$ cat src/rtl/rgbpal_pkg.sv
// ----------------------------------------------------------------------------
// rgbpal_pkg
// Shared types and constants for the RGB888 to BGR555 palette indexer.
// ----------------------------------------------------------------------------
package rgbpal_pkg;

  localparam int unsigned CHAN_W  = 8;
  localparam int unsigned FIELD_W = 5;
  localparam int unsigned COLOR_W = 15;
  localparam int unsigned INDEX_W = 8;

  typedef struct packed {
    logic              first_pixel;
    logic [CHAN_W-1:0] blue;
    logic [CHAN_W-1:0] green;
    logic [CHAN_W-1:0] red;
  } pixel_t;

  typedef struct packed {
    logic [INDEX_W-1:0] color_index;
    logic               new_entry;
    logic [COLOR_W-1:0] packed_color;
    logic               overflow;
  } result_t;

  typedef enum logic [1:0] {
    ST_IDLE,
    ST_SCAN,
    ST_DONE
  } seq_state_t;

  // Keep the top FIELD_W bits of each channel; blue high, red low.
  function automatic logic [COLOR_W-1:0] pack_bgr555(input pixel_t px);
    pack_bgr555 = {px.blue[CHAN_W-1 -: FIELD_W],
                   px.green[CHAN_W-1 -: FIELD_W],
                   px.red[CHAN_W-1 -: FIELD_W]};
  endfunction

endpackage

$ cat src/rtl/rgbpal_chan_if.sv
// ----------------------------------------------------------------------------
// rgbpal_chan_if
// Valid/ready channel carrying one payload per request.
// ----------------------------------------------------------------------------
interface rgbpal_chan_if #(
  parameter type payload_t = logic
);

  logic     valid;
  logic     ready;
  payload_t payload;

  modport source (output valid, output payload, input ready);
  modport sink   (input valid, input payload, output ready);

endinterface

$ cat src/rtl/rgb888_to_bgr555_palette_indexer.sv
// ----------------------------------------------------------------------------
// rgb888_to_bgr555_palette_indexer
// Maps RGB888 pixels to BGR555 palette indices, building the palette on the fly.
// ----------------------------------------------------------------------------
// Usage:
//   pixel  : sink channel, one request per pixel (first_pixel, blue, green, red).
//            first_pixel empties the palette before that pixel is handled.
//   result : source channel, one request per pixel (color_index, new_entry,
//            packed_color, overflow). A colour not present when the palette
//            already holds PALETTE_DEPTH entries returns index 0 with overflow.
// Timing:
//   A pixel is searched against the stored entries one per cycle through a
//   single comparator fed by the palette RAM's one read port. The search
//   ends at the first match or after the last stored entry; the result is
//   then registered and handed to the output register, and only then is the
//   next pixel taken. Only one pixel is searched at a time.
// Reset clears the entry count, so the palette starts empty; the RAM is not
// cleared. A stalled result sits in the output register; the next pixel is
// still taken and searched, and its result waits until that register frees.
// ----------------------------------------------------------------------------
module rgb888_to_bgr555_palette_indexer
  import rgbpal_pkg::*;
#(
  parameter int unsigned PALETTE_DEPTH = 256
) (
  input logic         clk,
  input logic         rst,
  rgbpal_chan_if.sink   pixel,
  rgbpal_chan_if.source result
);

  localparam int unsigned IDXW = $clog2(PALETTE_DEPTH);

  logic               seq_ready;
  logic               res_valid;
  logic               slot_free;
  result_t            res;
  logic               wr_en;
  logic [IDXW-1:0]    wr_addr;
  logic [COLOR_W-1:0] wr_data;
  logic               rd_en;
  logic [IDXW-1:0]    rd_addr;
  logic [COLOR_W-1:0] rd_data;
  logic               out_valid;
  result_t            out_data;

  assign slot_free   = !out_valid || result.ready;
  assign pixel.ready = seq_ready;

  rgbpal_seq #(
    .DEPTH (PALETTE_DEPTH)
  ) u_seq (
    .clk         (clk),
    .rst         (rst),
    .in_valid    (pixel.valid),
    .in_ready    (seq_ready),
    .in_pixel    (pixel.payload),
    .res_valid   (res_valid),
    .res_ready   (slot_free),
    .res         (res),
    .mem_wr_en   (wr_en),
    .mem_wr_addr (wr_addr),
    .mem_wr_data (wr_data),
    .mem_rd_en   (rd_en),
    .mem_rd_addr (rd_addr),
    .mem_rd_data (rd_data)
  );

  rgbpal_mem #(
    .DEPTH (PALETTE_DEPTH)
  ) u_mem (
    .clk     (clk),
    .wr_en   (wr_en),
    .wr_addr (wr_addr),
    .wr_data (wr_data),
    .rd_en   (rd_en),
    .rd_addr (rd_addr),
    .rd_data (rd_data)
  );

  always_ff @(posedge clk) begin
    if (rst) begin
      out_valid <= 1'b0;
    end else if (res_valid && slot_free) begin
      out_valid <= 1'b1;
    end else if (result.ready) begin
      out_valid <= 1'b0;
    end
  end

  always_ff @(posedge clk) begin
    if (res_valid && slot_free) begin
      out_data <= res;
    end
  end

  assign result.valid   = out_valid;
  assign result.payload = out_data;

  a_flags_exclusive: assert property (@(posedge clk) disable iff (rst)
    result.valid |-> !(result.payload.new_entry && result.payload.overflow))
    else $error("new_entry and overflow both set");

  a_overflow_index: assert property (@(posedge clk) disable iff (rst)
    (result.valid && result.payload.overflow) |-> (result.payload.color_index == '0))
    else $error("overflow with non-zero index");

  a_busy_after_request: assert property (@(posedge clk) disable iff (rst)
    (pixel.valid && pixel.ready) |=> !pixel.ready)
    else $error("pixel taken while a search is running");

  a_handoff: assert property (@(posedge clk) disable iff (rst)
    (res_valid && slot_free) |=> (result.valid && !res_valid))
    else $error("result lost between sequencer and output register");

endmodule

$ cat src/rtl/rgbpal_mem.sv
// ----------------------------------------------------------------------------
// rgbpal_mem
// Palette store: one write port, one read port with registered read data.
// ----------------------------------------------------------------------------
module rgbpal_mem
  import rgbpal_pkg::*;
#(
  parameter int unsigned DEPTH = 256
) (
  input  logic                     clk,
  input  logic                     wr_en,
  input  logic [$clog2(DEPTH)-1:0] wr_addr,
  input  logic [COLOR_W-1:0]       wr_data,
  input  logic                     rd_en,
  input  logic [$clog2(DEPTH)-1:0] rd_addr,
  output logic [COLOR_W-1:0]       rd_data
);

  logic [COLOR_W-1:0] mem [DEPTH];

  always_ff @(posedge clk) begin
    if (wr_en) begin
      mem[wr_addr] <= wr_data;
    end
  end

  always_ff @(posedge clk) begin
    if (rd_en) begin
      rd_data <= mem[rd_addr];
    end
  end

endmodule

$ cat src/rtl/rgbpal_seq.sv
// ----------------------------------------------------------------------------
// rgbpal_seq
// Search sequencer: walks the palette one entry per cycle via one comparator,
// then returns the hit index, or appends or flags overflow, and hands it on.
// ----------------------------------------------------------------------------
module rgbpal_seq
  import rgbpal_pkg::*;
#(
  parameter int unsigned DEPTH = 256
) (
  input  logic                     clk,
  input  logic                     rst,
  input  logic                     in_valid,
  output logic                     in_ready,
  input  pixel_t                   in_pixel,
  output logic                     res_valid,
  input  logic                     res_ready,
  output result_t                  res,
  output logic                     mem_wr_en,
  output logic [$clog2(DEPTH)-1:0] mem_wr_addr,
  output logic [COLOR_W-1:0]       mem_wr_data,
  output logic                     mem_rd_en,
  output logic [$clog2(DEPTH)-1:0] mem_rd_addr,
  input  logic [COLOR_W-1:0]       mem_rd_data
);

  localparam int unsigned IDXW = $clog2(DEPTH);
  localparam int unsigned CNTW = $clog2(DEPTH + 1);

  seq_state_t         state;
  seq_state_t         state_next;
  logic [COLOR_W-1:0] color;
  logic [CNTW-1:0]    count;
  logic [CNTW-1:0]    scan_idx;
  logic               cmp_valid;
  logic [IDXW-1:0]    cmp_idx;
  result_t            res_q;

  logic accept;
  logic issue;
  logic match;
  logic finish;
  logic full;

  assign accept = in_valid && in_ready;
  assign issue  = (state == ST_SCAN) && (scan_idx < count);
  assign match  = cmp_valid && (mem_rd_data == color);
  // Match, or no compare pending and nothing left to read (colour absent)
  assign finish = (state == ST_SCAN) && (match || (!issue && !cmp_valid));
  assign full   = (count == CNTW'(DEPTH));

  always_comb begin
    state_next = state;
    unique case (state)
      ST_IDLE: if (in_valid)  state_next = ST_SCAN;
      ST_SCAN: if (finish)    state_next = ST_DONE;
      ST_DONE: if (res_ready) state_next = ST_IDLE;
      default:                state_next = ST_IDLE;
    endcase
  end

  always_comb begin
    in_ready    = (state == ST_IDLE);
    res_valid   = (state == ST_DONE);
    res         = res_q;
    mem_rd_en   = issue;
    mem_rd_addr = scan_idx[IDXW-1:0];
    mem_wr_en   = finish && !match && !full;
    mem_wr_addr = count[IDXW-1:0];
    mem_wr_data = color;
  end

  always_ff @(posedge clk) begin
    if (rst) begin
      state     <= ST_IDLE;
      count     <= '0;
      cmp_valid <= 1'b0;
    end else begin
      state <= state_next;
      if (accept) begin
        color     <= pack_bgr555(in_pixel);
        scan_idx  <= '0;
        cmp_valid <= 1'b0;
        if (in_pixel.first_pixel) begin
          count <= '0;
        end
      end else if (state == ST_SCAN) begin
        cmp_valid <= issue && !finish;
        cmp_idx   <= scan_idx[IDXW-1:0];
        if (issue) begin
          scan_idx <= scan_idx + 1'b1;
        end
        if (finish) begin
          res_q.packed_color <= color;
          priority if (match) begin
            res_q.color_index <= INDEX_W'(cmp_idx);
            res_q.new_entry   <= 1'b0;
            res_q.overflow    <= 1'b0;
          end else if (!full) begin
            res_q.color_index <= INDEX_W'(count[IDXW-1:0]);
            res_q.new_entry   <= 1'b1;
            res_q.overflow    <= 1'b0;
            count             <= count + 1'b1;
          end else begin
            res_q.color_index <= '0;
            res_q.new_entry   <= 1'b0;
            res_q.overflow    <= 1'b1;
          end
        end
      end
    end
  end

endmodule

$ cat src/flat_wrapper.sv
// flat-port wrapper written by rule: the top's interface ports become plain ports
module rgb888_to_bgr555_palette_indexer_flat import rgbpal_pkg::*;
#(
  parameter int unsigned PALETTE_DEPTH = 256
)
  (clk, rst, pixel_valid, pixel_payload, pixel_ready, result_valid, result_payload, result_ready);
  rgbpal_chan_if #(.payload_t(pixel_t)) pixel_i ();
  rgbpal_chan_if #(.payload_t(result_t)) result_i ();
  input logic clk;
  input logic rst;
  input wire logic [$bits(pixel_i.valid)-1:0] pixel_valid;
  input wire logic [$bits(pixel_i.payload)-1:0] pixel_payload;
  output wire logic [$bits(pixel_i.ready)-1:0] pixel_ready;
  output wire logic [$bits(result_i.valid)-1:0] result_valid;
  output wire logic [$bits(result_i.payload)-1:0] result_payload;
  input wire logic [$bits(result_i.ready)-1:0] result_ready;
  assign pixel_i.valid = pixel_valid;
  assign pixel_i.payload = pixel_payload;
  assign pixel_ready = pixel_i.ready;
  assign result_valid = result_i.valid;
  assign result_payload = result_i.payload;
  assign result_i.ready = result_ready;
  rgb888_to_bgr555_palette_indexer #(.PALETTE_DEPTH(PALETTE_DEPTH)) u_core (.clk(clk), .rst(rst), .pixel(pixel_i), .result(result_i));
endmodule
$ cat config.mk
export PLATFORM = sky130hd
export DESIGN_NAME = rgb888_to_bgr555_palette_indexer_flat
export DESIGN_NICKNAME = d
export VERILOG_FILES = /design/src/rtl/rgbpal_pkg.sv /design/src/rtl/rgbpal_chan_if.sv /design/src/rtl/rgb888_to_bgr555_palette_indexer.sv /design/src/rtl/rgbpal_mem.sv /design/src/rtl/rgbpal_seq.sv /design/src/flat_wrapper.sv
export SDC_FILE = /design/constraint.sdc
export NUM_CORES = 2
export LEC_CHECK = 0
export BUFFER_PORTS_ARGS = -buffer_cell sky130_fd_sc_hd__buf_2
export CAP_MARGIN = 20
export CORE_UTILIZATION = 55
export DETAILED_ROUTE_END_ITERATION = 10
export GPL_ROUTABILITY_DRIVEN = 0
export PLACE_DENSITY = 0.71
export SYNTH_ARGS = -nofsm -noshare
export SYNTH_HDL_FRONTEND = slang
export SYNTH_SLANG_ARGS = --single-unit
$ cat constraint.sdc
create_clock -name clk -period 6.3 [get_ports clk]
set_input_delay 0 -clock clk [delete_from_list [all_inputs] [get_ports clk]]
set_output_delay 0 -clock clk [all_outputs]
set_load 0.1 [all_outputs]
==> impl_results.md <==
* Outcome: complete, but fails checks
* Violated checks: max-capacitance violations
* Comb pwr share at 0.055
* Clock Latency Late Sink at 0.94 ns
* Setup_tns at 0 ns
* Largest net degree at the start of global routing at 201
* Total grt overflow at 0
* Total GRT Usage at 0.291
* Leak at 54.5 nW
* Relative slew margins at 0.0127
* CTS Buf Count at 382
* Hold buffers post-CTS at 36
* Share of flip-flops with an asynchronous set or reset at 0
* Inst Count DP at 10700
* CTS root buf: clkbuf_16
* # IOs at 56
* Crit path time final at 4.94 ns
* PostCTS Resize Cnt at 0
* Worst vdd ir at 0.272 mV
* Final setup viols at 0
* Layout area overhead at 12.5%
* CTS max path bufs at 4
* CP endpoint kind: flop
* Routed WL per cell at 35.7 um
* Post-Layout Cell Count at 11400
* Synthesized cell area at 0.153 mm2
* Initial Utilization at 0.553
* Max-Cap Viols at 1
* TritonRoute pass-1 iters at 5
* Most frequent cells in the layout: 3937 x edfxtp_1, 776 x mux4_2, 423 x buf_4
* Setup bufs post-CTS at 0
* Yosys warnings at 0
* Post-synth top flop: edfxtp_1
* Unrepaired setup endpoints after global routing: no
* Crit Path Class: reg -> reg
* Internal at 43.3 mW
* Row count at 193
* CTS tree: built
* Layout cells sized above 1 at 0.250
* First-pass GRT wire length at 569000 um
* EDFF count, synth at 3937
* Commonest non-fill, non-tap cell in the layout: edfxtp_1
* Reg clk slew, reported paths at 0.06 ns
* Total Routed Length at 407000 um
* Slew @ Worst Pin at 1.48 ns
* Clock network power share at 0.421
* Fin crit share at 0.784
* DP Wirelength at 241000 um
* Hold Path Class: in -> reg
* Post-Syn Nets at 6887
* Final core occ at 0.622
* H-Tree Level Count at 5
* Final Net Count at 7423
* Sw Share at 0.215
* Syn_area_per_cell at 22.3 um2
* Arrival time at the worst endpoint at 5.62 ns
* Register area share after synthesis at 0.775
* Die Wd at 529 um
* Drc violations at 0
* PortBufs at 46
* Final Max Slew Viols at 0
* Initial antenna violation count at 26
* Via count at 77600
* Setup Skew at 0.0712 ns
* Die Span Y at 529 um
* Syn Inst Count at 6845
* Remaining antenna violation count after routing at 0
* Critical path required time at 6.98 ns
* Clock tree sinks at 3950
* Reg power frac at 0.524
* Number of synthesized register bits at 3950
* Via density at 6.80
* CORE AREA at 0.276 mm2
* Power per cell area at 321 mW/mm2
* Max frequency at 202 MHz
* Worst setup SP type: flop
* Switching power at 11.9 mW
* Crit path max fanout at 75
* Netlist cell types at 89
* Vias in the first global route at 74700
* Final Hold Viols at 0
* Die ar. at 0.280 mm2
* Starting DRT DRC Count at 12200
[state kept, by name, summed over array words and instances (netlist names)]
| name | count |
|---|---|
| u_core.u_mem.rd_data | 15 |
| u_core.u_seq.res | 25 |
| u_core.u_seq.state | 2 |
| u_core.u_seq.cmp_idx | 8 |
| u_core.u_seq.count | 9 |
| u_core.u_seq.mem_wr_data | 15 |
| u_core.result.payload | 25 |
| u_core.result.valid | 1 |
| u_core.u_seq.scan_idx | 9 |
| u_core.u_seq.cmp_valid | 1 |
| u_core.u_mem.mem | 3840 |
[cell usage after synthesis (16+ instances only)]
master,instances,area [um2]
buf_4,39,293
buf_12,28,561
nand3_1,55,275
nor3_1,24,120
nor2_1,316,1190
nand4_1,27,169
a22oi_1,178,1340
clkbuf_1,110,413
nand2_1,90,338
o22ai_1,32,200
o21ai_0,57,285
xnor2_1,22,193
buf_8,34,510
a22o_1,34,298
inv_1,16,60.1
mux4_1,122,3210
buf_6,28,315
mux2i_1,252,2520
o211ai_1,19,143
buf_2,118,591
edfxtp_1,3937,118000
clkbuf_8,22,303
o221ai_1,36,315
a21oi_1,132,661
a31oi_1,23,144
a221oi_1,64,561
and3_1,16,100
mux4_2,776,17500
[power groups by stage]
stage	Clock, mW	Combinational (mW)	Sequential [mW]
2_1_floorplan	0	1.65	29.7
3_3_place_gp	0	2.91	29.4
3_5_place_dp	0	2.95	29.5
4_1_cts	23.4	2.98	28.9
5_1_grt	24.4	3.11	28.9
6_report	23.2	3.03	28.9
[metrics by stage]
stage / worst slack (ns) / total power [mW] / hold WS [ns] / cell area, um2
after floorplan: 0.125 / 31.3 / 0.0989 / 153000
after global placement: 1.69 / 32.4 / 0.179 / 159000
after detailed placement: 1.65 / 32.4 / 0.178 / 159000
after CTS: 1.61 / 55.3 / 0.00198 / 172000
after global routing: 1.44 / 56.4 / 0.0635 / 172000
final: 1.36 / 55.1 / 0.0759 / 172000
[cell type report]
cell class	count	area (um2)
Antenna cell	19	47.5
Clock buffer	450	9890
Clock inverter	239	2750
Fill cell	18200	104000
Inverter	18	76.3
Multi-Input combinational cell	2480	31500
Sequential cell	3950	118000
Tap cell	3705	4640
Timing Repair Buffer	549	4660
[worst max-delay path, stage by stage (launching register included)]
cell and delay, ns:
edfxtp_1 1.01, buf_12 0.51, mux4_1 0.65, a22o_1 0.23
a2111oi_1 1.26, a21oi_1 0.18, a211oi_1 0.31, buf_4 0.24
o32ai_1 0.09
[path summary, 6_finish.rpt]
check	start	to	slack [ns]	cells after the start
setup / recovery	u_core.u_seq.scan_idx[0]	u_core.u_mem.rd_data[2]	1.36	8
hold / removal	rst	u_core.u_seq.count[8]	0.08	3
setup reg to reg	u_core.u_seq.scan_idx[0]	u_core.u_mem.rd_data[2]	1.36	8
hold reg to reg	u_core.u_seq.res[3]	u_core.result.payload[3]	0.42	0
[metal layers]
metal  track usage  part of all wire  vias up
li1              -                 -    30300
met1         0.408              0.36    40700
met2         0.432              0.46     5707
met3        0.0829              0.13      849
met4         0.120             0.046       22
met5             0           0.00041        -
[logic make-up after synthesis]
logic type,synth area share
flip-flops,0.775
multiplexers,0.152
XOR/XNOR,0.00132
AO/OA/AOI/OAI,0.0319
AND/OR/NAND/NOR,0.0182
adder cells (fa/ha/maj),0.00106
buffers and inverters,0.0206
(Power assumes the default switching activity.)
